$ cat src/sv/dtp_pkg.sv
package dtp_pkg;

    localparam int PHASE_W = 5;

    localparam logic [PHASE_W-1:0] PH_YEAR0  = 5'd0;
    localparam logic [PHASE_W-1:0] PH_YEAR1  = 5'd1;
    localparam logic [PHASE_W-1:0] PH_YEAR2  = 5'd2;
    localparam logic [PHASE_W-1:0] PH_YEAR3  = 5'd3;
    localparam logic [PHASE_W-1:0] PH_DASH1  = 5'd4;
    localparam logic [PHASE_W-1:0] PH_MONTH0 = 5'd5;
    localparam logic [PHASE_W-1:0] PH_MONTH1 = 5'd6;
    localparam logic [PHASE_W-1:0] PH_DASH2  = 5'd7;
    localparam logic [PHASE_W-1:0] PH_DAY0   = 5'd8;
    localparam logic [PHASE_W-1:0] PH_DAY1   = 5'd9;
    localparam logic [PHASE_W-1:0] PH_SPACE  = 5'd10;
    localparam logic [PHASE_W-1:0] PH_HOUR0  = 5'd11;
    localparam logic [PHASE_W-1:0] PH_HOUR1  = 5'd12;
    localparam logic [PHASE_W-1:0] PH_COLON1 = 5'd13;
    localparam logic [PHASE_W-1:0] PH_MIN0   = 5'd14;
    localparam logic [PHASE_W-1:0] PH_MIN1   = 5'd15;
    localparam logic [PHASE_W-1:0] PH_OPTCOL = 5'd16;
    localparam logic [PHASE_W-1:0] PH_SEC0   = 5'd17;
    localparam logic [PHASE_W-1:0] PH_SEC1   = 5'd18;
    localparam logic [PHASE_W-1:0] PH_DONE   = 5'd19;

    localparam logic [7:0] CH_SPACE = 8'h20;
    localparam logic [7:0] CH_TAB   = 8'h09;
    localparam logic [7:0] CH_DASH  = 8'h2D;
    localparam logic [7:0] CH_COLON = 8'h3A;
    localparam logic [7:0] CH_ZERO  = 8'h30;
    localparam logic [7:0] CH_NINE  = 8'h39;

    localparam logic [13:0] YEAR_MIN  = 14'd2000;
    localparam logic [13:0] YEAR_MAX  = 14'd2099;
    localparam logic [6:0]  MONTH_MAX = 7'd12;
    localparam logic [6:0]  DAY_MAX   = 7'd31;
    localparam logic [6:0]  HOUR_MAX  = 7'd23;
    localparam logic [6:0]  MINSEC_MAX = 7'd59;

    localparam int TDATA_W = 40;

    typedef struct packed {
        logic [7:0] ch;
        logic       eot;
    } in_item_t;

    typedef struct packed {
        logic        ok;
        logic [11:0] year;
        logic [3:0]  month;
        logic [4:0]  day;
        logic [4:0]  hour;
        logic [5:0]  minute;
        logic [5:0]  second;
    } result_t;

endpackage

$ cat src/sv/dtp_in_stage.sv
module dtp_in_stage (
    input  logic              aclk,
    input  logic              aresetn,
    input  logic              s_tvalid,
    output logic              s_tready,
    input  logic [7:0]        s_tdata,   // ch
    input  logic              s_tlast,
    input  logic              take,
    output logic              item_valid,
    output dtp_pkg::in_item_t item
);

    logic              valid_reg;
    logic              valid_next;
    dtp_pkg::in_item_t item_reg;

    assign s_tready   = !valid_reg || take;
    assign valid_next = (s_tvalid && s_tready) ? 1'b1 : (take ? 1'b0 : valid_reg);

    always_ff @(posedge aclk) begin
        if (!aresetn) begin
            valid_reg <= 1'b0;
        end else begin
            valid_reg <= valid_next;
        end
    end

    always_ff @(posedge aclk) begin
        if (s_tvalid && s_tready) begin
            item_reg.ch  <= s_tdata;
            item_reg.eot <= s_tlast;
        end
    end

    assign item_valid = valid_reg;
    assign item       = item_reg;

endmodule

$ cat src/sv/dtp_core.sv
module dtp_core (
    input  logic              aclk,
    input  logic              aresetn,
    input  logic              item_valid,
    input  dtp_pkg::in_item_t item,
    output logic              take,
    input  logic              res_ready,
    output logic              res_valid,
    output dtp_pkg::result_t  res
);

    logic [dtp_pkg::PHASE_W-1:0] phase_reg, phase_next;
    logic                        failed_reg, failed_next;
    logic [13:0]                 year_reg, year_next;
    logic [6:0]                  month_reg, month_next;
    logic [6:0]                  day_reg, day_next;
    logic [6:0]                  hour_reg, hour_next;
    logic [6:0]                  minute_reg, minute_next;
    logic [6:0]                  second_reg, second_next;
    logic                        res_valid_reg, res_valid_next;
    dtp_pkg::result_t            res_reg, res_next;

    logic       is_digit;
    logic [3:0] digit;
    logic       good;

    function automatic logic [6:0] acc10_7(input logic [6:0] acc, input logic [3:0] d);
        logic [9:0] t;
        t = {acc, 3'b000} + {2'b00, acc, 1'b0} + {6'b000000, d};
        return t[6:0];
    endfunction

    function automatic logic [13:0] acc10_14(input logic [13:0] acc, input logic [3:0] d);
        logic [16:0] t;
        t = {acc, 3'b000} + {2'b00, acc, 1'b0} + {13'd0, d};
        return t[13:0];
    endfunction

    assign is_digit = (item.ch >= dtp_pkg::CH_ZERO) && (item.ch <= dtp_pkg::CH_NINE);
    assign digit    = item.ch[3:0];
    assign take     = item_valid && (!item.eot || !res_valid_reg || res_ready);

    assign good = !failed_reg
        && (phase_reg == dtp_pkg::PH_OPTCOL || phase_reg == dtp_pkg::PH_DONE)
        && year_reg >= dtp_pkg::YEAR_MIN && year_reg <= dtp_pkg::YEAR_MAX
        && month_reg != 7'd0 && month_reg <= dtp_pkg::MONTH_MAX
        && day_reg != 7'd0 && day_reg <= dtp_pkg::DAY_MAX
        && hour_reg <= dtp_pkg::HOUR_MAX
        && minute_reg <= dtp_pkg::MINSEC_MAX
        && second_reg <= dtp_pkg::MINSEC_MAX;

    always_comb begin
        phase_next  = phase_reg;
        failed_next = failed_reg;
        year_next   = year_reg;
        month_next  = month_reg;
        day_next    = day_reg;
        hour_next   = hour_reg;
        minute_next = minute_reg;
        second_next = second_reg;
        res_next    = res_reg;
        res_valid_next = res_valid_reg && !res_ready;

        if (take && item.eot) begin
            res_valid_next = 1'b1;
            res_next = '0;
            if (good) begin
                res_next.ok     = 1'b1;
                res_next.year   = year_reg[11:0];
                res_next.month  = month_reg[3:0];
                res_next.day    = day_reg[4:0];
                res_next.hour   = hour_reg[4:0];
                res_next.minute = minute_reg[5:0];
                res_next.second = second_reg[5:0];
            end
            phase_next  = dtp_pkg::PH_YEAR0;
            failed_next = 1'b0;
            year_next   = '0;
            month_next  = '0;
            day_next    = '0;
            hour_next   = '0;
            minute_next = '0;
            second_next = '0;
        end else if (take && !failed_reg && phase_reg != dtp_pkg::PH_DONE
                     && !(phase_reg == dtp_pkg::PH_YEAR0
                          && (item.ch == dtp_pkg::CH_SPACE || item.ch == dtp_pkg::CH_TAB))) begin
            phase_next = phase_reg + 5'd1;
            unique case (phase_reg)
                dtp_pkg::PH_YEAR0, dtp_pkg::PH_YEAR1,
                dtp_pkg::PH_YEAR2, dtp_pkg::PH_YEAR3: begin
                    if (!is_digit) failed_next = 1'b1;
                    else year_next = acc10_14(year_reg, digit);
                end
                dtp_pkg::PH_MONTH0, dtp_pkg::PH_MONTH1: begin
                    if (!is_digit) failed_next = 1'b1;
                    else month_next = acc10_7(month_reg, digit);
                end
                dtp_pkg::PH_DAY0, dtp_pkg::PH_DAY1: begin
                    if (!is_digit) failed_next = 1'b1;
                    else day_next = acc10_7(day_reg, digit);
                end
                dtp_pkg::PH_HOUR0, dtp_pkg::PH_HOUR1: begin
                    if (!is_digit) failed_next = 1'b1;
                    else hour_next = acc10_7(hour_reg, digit);
                end
                dtp_pkg::PH_MIN0, dtp_pkg::PH_MIN1: begin
                    if (!is_digit) failed_next = 1'b1;
                    else minute_next = acc10_7(minute_reg, digit);
                end
                dtp_pkg::PH_SEC0, dtp_pkg::PH_SEC1: begin
                    if (!is_digit) failed_next = 1'b1;
                    else second_next = acc10_7(second_reg, digit);
                end
                dtp_pkg::PH_DASH1, dtp_pkg::PH_DASH2: begin
                    if (item.ch != dtp_pkg::CH_DASH) failed_next = 1'b1;
                end
                dtp_pkg::PH_SPACE: begin
                    if (item.ch != dtp_pkg::CH_SPACE) failed_next = 1'b1;
                end
                dtp_pkg::PH_COLON1: begin
                    if (item.ch != dtp_pkg::CH_COLON) failed_next = 1'b1;
                end
                dtp_pkg::PH_OPTCOL: begin
                    phase_next = (item.ch == dtp_pkg::CH_COLON) ? dtp_pkg::PH_SEC0
                                                                : dtp_pkg::PH_DONE;
                end
                default: begin
                    failed_next = 1'b1;
                end
            endcase
            if (failed_next) phase_next = phase_reg;
        end
    end

    always_ff @(posedge aclk) begin
        if (!aresetn) begin
            phase_reg     <= dtp_pkg::PH_YEAR0;
            failed_reg    <= 1'b0;
            year_reg      <= '0;
            month_reg     <= '0;
            day_reg       <= '0;
            hour_reg      <= '0;
            minute_reg    <= '0;
            second_reg    <= '0;
            res_valid_reg <= 1'b0;
        end else begin
            phase_reg     <= phase_next;
            failed_reg    <= failed_next;
            year_reg      <= year_next;
            month_reg     <= month_next;
            day_reg       <= day_next;
            hour_reg      <= hour_next;
            minute_reg    <= minute_next;
            second_reg    <= second_next;
            res_valid_reg <= res_valid_next;
        end
    end

    always_ff @(posedge aclk) begin
        res_reg <= res_next;
    end

    assign res_valid = res_valid_reg;
    assign res       = res_reg;

endmodule

$ cat src/sv/datetime_text_parser_top.sv
// Result path: an end-of-text item is registered in the input register, and the core then
// registers the result and m_tvalid in the result register.
// Throughput: one character item per cycle; the parse state updates in a single pass
// between the input register and the result register. An end-of-text item waits in the
// input register while the previous result is stalled, which holds off s_tready.
// Reset: synchronous, active-low aresetn clears the parse state and both valid flags;
// the input register is empty after reset, so s_tready is high and the block accepts items.
module datetime_text_parser_top (
    input  logic                        aclk,
    input  logic                        aresetn,
    input  logic                        s_tvalid,
    output logic                        s_tready,
    input  logic [7:0]                  s_tdata,   // ch
    input  logic                        s_tlast,   // end_of_text
    output logic                        m_tvalid,
    input  logic                        m_tready,
    output logic [dtp_pkg::TDATA_W-1:0] m_tdata,   // year, month, day, hour, minute, second, pad
    output logic                        m_tuser    // ok
);

    logic              item_valid;
    logic              take;
    dtp_pkg::in_item_t item;
    dtp_pkg::result_t  res;

    dtp_in_stage u_in (
        .aclk       (aclk),
        .aresetn    (aresetn),
        .s_tvalid   (s_tvalid),
        .s_tready   (s_tready),
        .s_tdata    (s_tdata),
        .s_tlast    (s_tlast),
        .take       (take),
        .item_valid (item_valid),
        .item       (item)
    );

    dtp_core u_core (
        .aclk       (aclk),
        .aresetn    (aresetn),
        .item_valid (item_valid),
        .item       (item),
        .take       (take),
        .res_ready  (m_tready),
        .res_valid  (m_tvalid),
        .res        (res)
    );

    assign m_tdata = {2'b00, res.second, res.minute, res.hour, res.day, res.month, res.year};
    assign m_tuser = res.ok;

endmodule

$ cat config.mk
export PLATFORM = sky130hd
export DESIGN_NAME = datetime_text_parser_top
export DESIGN_NICKNAME = d
export VERILOG_FILES = /design/src/sv/dtp_pkg.sv /design/src/sv/dtp_in_stage.sv /design/src/sv/dtp_core.sv /design/src/sv/datetime_text_parser_top.sv
export SDC_FILE = /design/constraint.sdc
export NUM_CORES = 1
export LEC_CHECK = 0
export ABC_AREA = 0
export ABC_CLOCK_PERIOD_IN_PS = 9600
export BUFFER_PORTS_ARGS = -buffer_cell sky130_fd_sc_hd__buf_2
export CORE_MARGIN = 4
export CORE_UTILIZATION = 40
export DETAILED_ROUTE_END_ITERATION = 16
export SYNTH_ARGS = -nofsm -noshare
export SYNTH_HDL_FRONTEND = slang
export SYNTH_SLANG_ARGS = --single-unit
$ cat constraint.sdc
create_clock -name aclk -period 9.6 [get_ports aclk]
set_input_delay 2.88 -clock aclk [delete_from_list [all_inputs] [get_ports aclk]]
set_output_delay 2.88 -clock aclk [all_outputs]
set_load 0.05 [all_outputs]
**After elaboration in Yosys (flattened, before gate mapping)**

Index checks and enable logic that the tools add are counted.

- Logic and storage cells: 132
- Output and inout port bits: 43
- Bits of input ports: 13
- Register bits after elaboration: 105

- $add $sub $neg: 13
- Magnitude comparators: 9
- Equality and inequality tests: 26
- Reduce and logical (&&, ||, !) cells: 50
- Multiplexer cells: 13
- Bitwise gates (word level): 2

Operators with widths:

| cell | number |
|---|---|
| 5-bit by 4-bit == test with 1-bit output, second input constant | 8 |
| 39-bit 2-to-1 mux | 1 |
| 7-bit by 4-bit adder with 7-bit output | 5 |
| 7-bit adder | 5 |
| 8-bit by 6-bit != test with 1-bit output, second input constant | 3 |
| 5-bit by 3-bit == test with 1-bit output, second input constant | 4 |
| 5-bit == test, second input constant | 4 |
| 1-bit logical AND | 19 |
| 3-bit AND reduction | 6 |
| 8-bit by 6-bit == test with 1-bit output, second input constant | 2 |
| 14-bit adder | 1 |
| 14-bit by 4-bit adder with 14-bit output | 1 |
| 14-bit by 11-bit greater-or-equal comparator with 1-bit output, second input constant | 1 |
| 14-bit by 12-bit <= comparator with 1-bit output, second input constant | 1 |
| 7-bit by 5-bit <= comparator with 1-bit output, second input constant | 2 |
| 7-bit by 6-bit <= comparator with 1-bit output, second input constant | 2 |
| 7-bit nonzero test | 2 |
| 14-bit OR reduction | 1 |
| 2-bit OR reduction | 7 |
| 5-bit by 2-bit == test with 1-bit output, second input constant | 2 |
| 1-bit 2-to-1 mux | 9 |
| 8-bit by 4-bit == test with 1-bit output, second input constant | 1 |
| 8-bit by 6-bit greater-or-equal comparator with 1-bit output, second input constant | 1 |
| 8-bit by 6-bit <= comparator with 1-bit output, second input constant | 1 |
| 14 further kinds | 24 |

**Longest topological paths before layout**

Gate-level depths: netlist (run 1).

- Depth after elaboration: 13
- Depth in mapped cells: 10
- Depth with buffers taken out: 9

**Modules after synthesis**

From an unflattened synthesis (run 1), not the netlist that was laid out.

- Cells, all modules: 569
- Area, all modules: 6167.2 um^2

By module, submodules not included:

| module | area an instance (um^2) | cells an instance | times used | sequential area each (um^2) |
|---|---|---|---|---|
| dtp_core | 5820.6 | 552 | 1 | 2292.2 |
| dtp_in_stage | 327.8 | 14 | 1 | 290.3 |
| datetime_text_parser_top | 18.8 | 3 | 1 | 0.0 |

**Least setup slack after synthesis (run 1)**

Ideal clock, no wire load.

- Kind: input-to-output
- Start: input port m_tready
- End: output port s_tready
- Buffers on the path: 1
- Setup slack: 3.030 ns
- Stages: 3
- Arrival time: 3.690 ns
- Required time: 6.720 ns
- Cell sequence: nor2b_1 > clkbuf_1 > nand3_1

- Cells in the longest elaborated chain, start to end: 3

RTL lines:

| item | line | RTL |
|---|---|---|
| start: declaration | datetime_text_parser_top.sv:16 | `input logic m_tready,` |
| 1-bit logical OR | dtp_core.sv:41 | `assign take = item_valid && (!item.eot \|\| !res_valid_reg \|\| res_ready);` |
| 1-bit logical AND | dtp_core.sv:41 |  |
| 1-bit logical OR | dtp_in_stage.sv:17 | `assign s_tready = !valid_reg \|\| take;` |
| end: declaration | datetime_text_parser_top.sv:12 | `output logic s_tready,` |

No other way between the ends.

**Worst setup path after layout (run 1)**

Same ends and word-level chain as after synthesis.

==> flow_results.org, run 1 <==
** Route
- The detailed router finished its first iteration with 201 violations.
- Using the TritonRoute via totals, the vias-per-cell ratio works out to 5.30.
- Across all layers, the routed design uses 4,239 vias.
- DRC violations left :: 0
- Wire length after detailed routing :: between 10,000 and 15,000 um
- In the final routed layout, each cell accounts on average for 15.7 um.
- First-pass iteration count of the detailed router :: 7
- Once detail routing completed, the nets flagged for antenna violations numbered 0.

** Setup path
- At the worst endpoint, the arrival time is 4.02 ns.
- In this run the register-to-register setup slack is 6.43 ns.
- The worst register-to-register path begins at u_in.item[4]$_DFFE_PP_.
- Startpoint type of the worst setup path :: input port
- The critical path is of the input port to output port type.
- Maximum fanout encountered on the critical timing path :: 7
- Required time worst endpoint :: around 6.7 ns
- STA classifies the critical path endpoint as an output port.
- Number of cell instances on the worst register-to-register path :: 8
- Endpoint of the most critical register-to-register path :: u_core.year_reg[13]$_SDFFE_PP0P_

** GRT
- Total overflow reported by the global router :: 0
- Wire length of the first global-routing pass :: 21,500 um
- In this run the most used layer during global routing was met2.
- M2 GR Usage :: 0.260
- In the global route stage, met3 resource usage came out at 0.0248.
- Antenna violations before repair :: 0
- Overall track demand over capacity in global routing :: 0.151
- Pin count of the biggest net entering global routing :: 54
- Via count of the first global-routing pass :: around 4,300
- GR Layer Usage met1 :: 0.189

** Min path
- The min-delay analysis places its worst path in the category register to register.
- Min-Delay Path Depth :: 2
- Worst hold path startpoint :: u_core.month_reg[6]$_SDFFE_PP0P_
- The path with the worst hold slack has its endpoint at u_core.month_reg[6]$_SDFFE_PP0P_.

** Layout
- The register with the most flip-flops in the layout has 39 of them.
- After the last flow step, the layout net total stands at 699.
- Filler Cell Count :: between 1,000 and 1,500
- From synthesis to final layout, the design area changed by 11.9%.
- Of the cells placed in the final design, the portion with a size suffix greater than 1 is 0.134.
- The number of antenna diodes in the final layout is 0.
- The finished layout holds 800 standard cells, fillers aside.

** STA
- Post-route fraction of the period consumed by the critical path :: 0.718
- Setup violations, final :: 0
- Clock skew after layout :: 0.00845 ns
- The worst path in the final design needs a cycle of 6.90 ns, including I/O delays and setup.
- Final-report max-slew violation count :: 0
- Relative slew slack :: 0.360
- For the pin with the worst max-slew slack, the measured transition is 0.959 ns.
- Sum Neg Setup Slack :: 0 ns
- Final hold viol count :: 0
- Achievable frequency :: 145 MHz
- Unrepaired setup endpoints after global routing :: no

** Logic synthesis
- Of the post-synthesis cell area, the dominant cell type holds 0.234.
- The synthesized netlist contains 58 unique library cells.
- sky130_fd_sc_hd__ha_1 is the most common cell in the netlist.
- Summed over all instances, the cell type with the most area after synthesis is sky130_fd_sc_hd__edfxtp_1.
- Synthesis inferred around 110 register bits.
- Among all flip-flop cells after synthesis, the most frequent one is sky130_fd_sc_hd__dfxtp_1.
- In the synthesized netlist the async set-or-reset flop fraction comes to 0.
- Each instance of the synthesized netlist takes up on average 11.0 sq um.
- Number of enable flip-flop cells after synthesis :: 48
- By area the synthesized netlist is led by sky130_fd_sc_hd__edfxtp_1, sky130_fd_sc_hd__dfxtp_1, sky130_fd_sc_hd__ha_1, sky130_fd_sc_hd__mux2i_1, sky130_fd_sc_hd__xnor2_1.
- Sequential element share of the synthesized area :: 0.420
- Synthesis produced a netlist whose cell count is around 560.
- Yosys warning total :: 0
- In the synthesized netlist, the cells that appear most often are sky130_fd_sc_hd__ha_1, sky130_fd_sc_hd__nor2_1, sky130_fd_sc_hd__dfxtp_1.
- Cell area after synthesis :: between 6000 and 7000 sq um

** Power
- Worst vdd rail ir drop :: 91.4 uV
- Sequential share of power :: 0.531
- Leakage :: 2.88 nW
- Combinational cell fraction of total power :: 0.064
- Of the total power, the share spent switching nets is 0.241.
- Of the total power, the clock network draws 0.405.
- Areal power density over the cells :: roughly 130 nW/um^2
- Cell internal power dissipation :: between 0.6 and 0.7 mW
- The analysis attributes to net switching a power of between 0.2 and 0.25 mW.

** Clock network
- Clock slew at reported path FFs :: 0.07 ns
- In this run, CTS created clock tree buffers numbering 9.
- At the later pin of the worst-skew pair, clock insertion delay measures between 0.3 and 0.4 ns.
- CTS max path bufs :: 2
- Setup bufs post-CTS :: 0
- Hold buffer count at cts :: 0
- The H-tree was split into 3 levels.
- The root buffer cell chosen for the clock tree is sky130_fd_sc_hd__clkbuf_16.
- TritonCTS built the clock tree.
- Resized Gates After CTS :: 0
- Clock Sink Count :: 105

** Floorplanning
- DIE WIDTH :: 132 um
- Initial cell density of the core :: 0.406
- Area enclosed by the die boundary :: around 17,000 sq um
- Num rows :: 45
- The floorplan step defined a core boundary enclosing 15,100 sq um.
- The die is between 100 and 150 um tall.
- For this design the top-level I/O count stands at 56.

** Place
- The wire-length estimate of the detail-placed layout is 9050 um.
- In this run, placement finished with an instance count of about 780.
- During placement, the flow inserted port buffers numbering 53.
- Routability-driven placement finished with a final weighted congestion of 0.814.

** Job
- Max-cap violations :: 0

** Status
- Status :: finished, final reports clean
-- worst max-delay path: stages --
cell and delay (ns):
sky130_fd_sc_hd__buf_2 0.10, sky130_fd_sc_hd__nor2b_1 0.60, sky130_fd_sc_hd__nand3_1 0.18, sky130_fd_sc_hd__buf_2 0.25
-- stage by stage --
step | hold slack, ns | area [sq um] | utilization | setup slack [ns] | total power [mW]
finish | 0.502 | 6880 | 0.455 | 2.70 | 0.911
global route | 0.542 | 6880 | 0.455 | 2.59 | 0.944
CTS | 0.506 | 6880 | 0.455 | 2.68 | 0.920
detailed placement | 0.489 | 6600 | 0.436 | 2.69 | 0.553
global placement | 0.485 | 6600 | 0.436 | 2.75 | 0.552
floorplan | 0.454 | 6160 | - | 3.03 | 0.536
-- how the worst max path moves through the flow --
stage                   from       end  slack (ns)
CTS                 m_tready  s_tready        2.68
floorplan           m_tready  s_tready        3.03
global placement    m_tready  s_tready        2.75
global route        m_tready  s_tready        2.59
detailed placement  m_tready  s_tready        2.69
finish              m_tready  s_tready        2.70
-- power by group through the flow --
stage          clock network [mW]  registers, mW  logic (mW)
2_1_floorplan                   0          0.514      0.0223
3_3_place_gp                    0          0.494      0.0577
3_5_place_dp                    0          0.494      0.0589
4_1_cts                     0.377          0.484      0.0590
5_1_grt                     0.396          0.485      0.0629
6_report                    0.369          0.484      0.0581
-- cells by family after synthesis --
| kind of cell | Yosys count | synth area share |
|---|---|---|
| DFF | 105 | 0.420 |
| buffers and inverters | 32 | 0.0244 |
| xor gates and xnor gates | 35 | 0.0498 |
| adders and majority gates | 79 | 0.175 |
| and+or+nand+nor | 172 | 0.148 |
| other | 1 | 0.000609 |
| muxes | 49 | 0.0801 |
| AOI/OAI and AO/OA | 88 | 0.102 |
-- cell type report --
cell class / count / area, sq um / share of cell area
Clock buffer: 11 / 233 / 0.0338
Tap cell: 188 / 235 / 0.0342
Sequential cell: 105 / 2580 / 0.375
Timing Repair Buffer: 57 / 295 / 0.0429
Inverter: 9 / 33.8 / 0.00491
Multi-Input combinational cell: 425 / 3450 / 0.501
Clock inverter: 5 / 55.1 / 0.00800
-- metal layers --
| layer | vias to the layer above | routed length, um |
|---|---|---|
| li1 | 2136 | - |
| met1 | 2008 | 5820 |
| met5 | - | 0 |
| met4 | 0 | 257 |
| met2 | 79 | 6130 |
| met3 | 16 | 373 |
-- cell usage in the layout (no fill, tap or decap), drive strengths merged, types with 10 or more instances in the layout --
cell type,Yosys,layout
a21o,14,14
and2,39,39
inv,9,10
fa,12,12
clkbuf,15,11
ha,67,67
dfxtp,57,57
xnor2,31,31
buf,8,57
edfxtp,48,48
a21oi,22,22
nand2,14,14
mux2i,47,47
o21ai,11,11
nor2,63,63
No activity file was read; power rests on OpenSTA's default activity.
==> run 2, diff against run 1 <==
--- a/config.mk
+++ b/config.mk
@@ -6,7 +6,7 @@
 export NUM_CORES = 1
 export LEC_CHECK = 0
 export ABC_AREA = 0
-export ABC_CLOCK_PERIOD_IN_PS = 9600
+export ABC_CLOCK_PERIOD_IN_PS = 6700
 export BUFFER_PORTS_ARGS = -buffer_cell sky130_fd_sc_hd__buf_2
 export CORE_MARGIN = 4
 export CORE_UTILIZATION = 40
==> constraint.sdc (replaced) <==
create_clock -name aclk -period 6.7 [get_ports aclk]
set_input_delay 2.01 -clock aclk [delete_from_list [all_inputs] [get_ports aclk]]
set_output_delay 2.01 -clock aclk [all_outputs]
set_load 0.05 [all_outputs]
==> run 2 against run 1 <==
Combinational power up 44%. Sequential share of layout area down 0.14 points. Non-clock buffer count unchanged. Routed wire length down 0.29%. Count of clock-buffer cells in the layout up 1. Critical path depth unchanged. Die area unchanged. Clock power up 51%. Global-route usage down 0.11 points. Register-to-register slack worse by 2.9 ns. Final cell count unchanged. Sequential power up 43%.
==> flow_results.org, run 2 (same netlist as run 1, synthesis figures left out) <==
** Route
- Wirelength per Cell :: 15.7 um (-0.29%)
- Count of antenna-violating nets left after detailed routing :: 0 (unchanged)
- Wire length after detailed routing :: 12,500 um (-0.29%)
- The number of vias per cell after detailed routing is 5.29 (-0.14%).
- DRT iter0 DRCs :: 217 (+8.0%)
- The total DRC errors in the routed layout is 0 (unchanged).
- The detailed-routing iteration count for the pre-antenna-repair pass is 4 (-3).
- The total via count after detailed routing was 4,233 (-0.14%).

** Setup path
- The critical path in this run is classified as input port to output port.
- The startpoint identified for the worst register-to-register timing path is u_in.item[4]$_DFFE_PP_.
- Data arrival at the endpoint of the critical path :: 3.13 ns (-0.89 ns)
- Master of the slowest instance on the critical path :: sky130_fd_sc_hd__nor2b_1
- Crit-path most repeated cell :: sky130_fd_sc_hd__buf_2
- Required time worst endpoint :: 4.69 ns (-2.03 ns)
- Ordered list of cells on the worst path :: buf_2 > nor2b_1 > nand3_1 > buf_2
- STA classifies the critical path startpoint as an input port.
- The biggest cell delay along the critical path is 0.59 ns (about the same).
- The maximum fanout count along the critical path is 7 (unchanged).
- Critical path capture point type :: output port
- Start point of the critical path :: m_tready

** Min path
- Worst hold path startpoint :: u_core.month_reg[6]$_SDFFE_PP0P_
- Worst hold-check path type :: register to register

** Layout
- The layout cell share with drive strength beyond 1 is 0.136 (+0.00163).
- The final core utilization is 0.456 (+0.00173).
- The number of cells in the finished layout apart from fillers came to 800 (unchanged).
- Post-layout nets :: 699 (unchanged)
- Diodes inserted :: 0 (unchanged)
- Leading cell type in the layout, fill and taps excluded :: sky130_fd_sc_hd__ha_1
- The footprint of the flip-flops and latches is 2580 sq um (unchanged).
- Filler Cell Count :: 1,397 (-1.6%)
- Commonest cells after routing, fill and taps aside :: sky130_fd_sc_hd__ha_1, sky130_fd_sc_hd__nor2_1, sky130_fd_sc_hd__dfxtp_1
- The multi-input logic area is 3450 sq um (unchanged).
- From synthesis to final layout, the design area changed by 12.3%.
- Final instance area :: 6910 sq um (+0.38%)
- Max FFs per register :: 39 (unchanged)

** Floorplanning
- DIE WIDTH :: 132 um (unchanged)
- The total number of placement rows is 45 (unchanged).
- I/O pin count :: 56 (unchanged)
- The floorplan die height is 132 um (unchanged).
- Core area :: 15,100 sq um (unchanged)
- Area enclosed by the die boundary :: 17,400 sq um (unchanged)
- The effective utilization at floorplan came to 0.406 (unchanged).

** GRT
- In this run the most used layer during global routing was met2.
- Wire length of the first global-routing pass :: 21,300 um (-0.96%)
- The number of global-route vias before repair was 4,287 (-0.093%).
- The total congestion overflow after global routing was 0 (unchanged).
- The met3 track demand over resource in global routing is 0.0240 (-0.000763).
- The global-route track usage on met2 was 0.256 (-0.00428).
- The largest net degree at the start of global routing is 54 (unchanged).
- The combined global-route utilization of all metal layers was 0.150 (-0.00111).
- The met1 capacity usage during global routing came to 0.191 (+0.00195).
- The initial antenna violation count was 0 (unchanged).

** STA
- The number of setup violations in the final report came to 0 (unchanged).
- The worst setup skew after layout was 0.00670 ns (-0.00175 ns).
- Sum Neg Setup Slack :: 0 ns (unchanged)
- The worst-margin pin slew came to 0.981 ns (+0.0222 ns).
- Derived from the worst setup path, the maximum achievable clock frequency is 195 MHz.
- Setup repair after global routing left no endpoint under its margin.
- Final hold viol count :: 0 (unchanged)
- Fin Hold WS :: 0.503 ns (+0.00134 ns)
- Relative slew slack :: 0.345 (-0.0148)
- Final critical path time including I/O delays and setup :: 5.14 ns
- Post-route fraction of the period consumed by the critical path :: 0.767
- The worst setup slack after layout came to 1.56 ns (-1.14 ns).
- Final-report max-slew violation count :: 0 (unchanged)

** Place
- Weighted congestion reported at the end of routability-driven placement :: 0.809 (-0.60%)
- Post-DP HPWL :: 8950 um (-1.1%)
- Post-place setup slack :: 1.54 ns (-1.15 ns)
- The count of buffers inserted at the top-level ports is 53 (unchanged).
- The post-place instance area came to 6600 sq um (unchanged).
- The total instance count after detailed placement is 784 (unchanged).

** Power
- Switch share :: 0.239 (-0.00244)
- The total power after layout is 1.34 mW (+47%).
- The total leakage power was 2.90 nW (+0.53%).
- Worst vdd rail ir drop :: 115 uV (+25%)
- The combinational share of power is 0.062 (-0.002).
- The reported net switching power was 0.319 mW (+45%).
- Sequential share of power :: 0.519 (-0.012)
- The clock share of power was 0.419 (+0.014).
- The internal portion of total power was 1.02 mW (+47%).
- The total power density per cell area was 193 nW/um^2 (+46%).

** Job
- The number of max-capacitance violations reported is 0 (unchanged).

** Clock network
- TritonCTS built the clock tree.
- The hold buffer count at CTS came to 0 (unchanged).
- Setup bufs post-CTS :: 0 (unchanged)
- The total clock sinks was 105 (unchanged).
- The root buffer cell chosen for the clock tree is sky130_fd_sc_hd__clkbuf_16.
- The clock insertion delay at the later pin of the skew report is 0.35 ns (about the same).
- The clock-pin slew on the worst setup and hold paths is 0.07 ns (about the same).
- Resized Gates After CTS :: 0 (unchanged)
- CTS max path bufs :: 2 (unchanged)
- The depth of the CTS H-tree came to 3 (unchanged).
- The number of buffers inserted during clock tree synthesis came to 9 (unchanged).

** Status
- The run finished with clean final reports.
run 2: cell types whose count changed in the layout (fill, tap and decap cells not counted):
cell and change:
sky130_fd_sc_hd__clkinv_4 +1, sky130_fd_sc_hd__clkinv_1 -1, sky130_fd_sc_hd__clkbuf_16 +1, sky130_fd_sc_hd__clkinv_2 -1, sky130_fd_sc_hd__clkinvlp_4 -1, sky130_fd_sc_hd__inv_6 +1
run 2: area by class of cell:
cell class                      count  share of cell area
Multi-Input combinational cell    425               0.499
Sequential cell                   105               0.374
Timing Repair Buffer               57              0.0427
Clock buffer                       12              0.0373
Tap cell                          188              0.0340
Clock inverter                      4             0.00815
Inverter                            9             0.00489
run 2: power by group through the flow:
stage          combinational [mW]  sequential [mW]  clock [mW]
3_3_place_gp               0.0826            0.708           0
3_5_place_dp               0.0842            0.708           0
6_report                   0.0834            0.693       0.559
5_1_grt                    0.0903            0.695       0.597
4_1_cts                    0.0846            0.693       0.575
2_1_floorplan              0.0319            0.736           0
run 2: worst paths after layout:
check	end	slack, ns	cells after the start
hold / removal	u_core.month_reg[6]$_SDFFE_PP0P_	0.50	2
setup / recovery	s_tready	1.56	4
setup reg to reg	u_core.year_reg[13]$_SDFFE_PP0P_	3.55	8
hold reg to reg	u_core.month_reg[6]$_SDFFE_PP0P_	0.50	2
run 2: layer usage:
layer  vias to the layer above  wire [um]  share of wire
met5                         -          0              0
met4                         0        203          0.016
met3                        11        388          0.031
met2                        68       6100           0.49
met1                      2017       5850           0.47
li1                       2137          -              -
run 2: critical path, delay by kind of cell:
family	cells	cell delay (ns)
simple gates	2	0.77
buf+inv	2	0.35
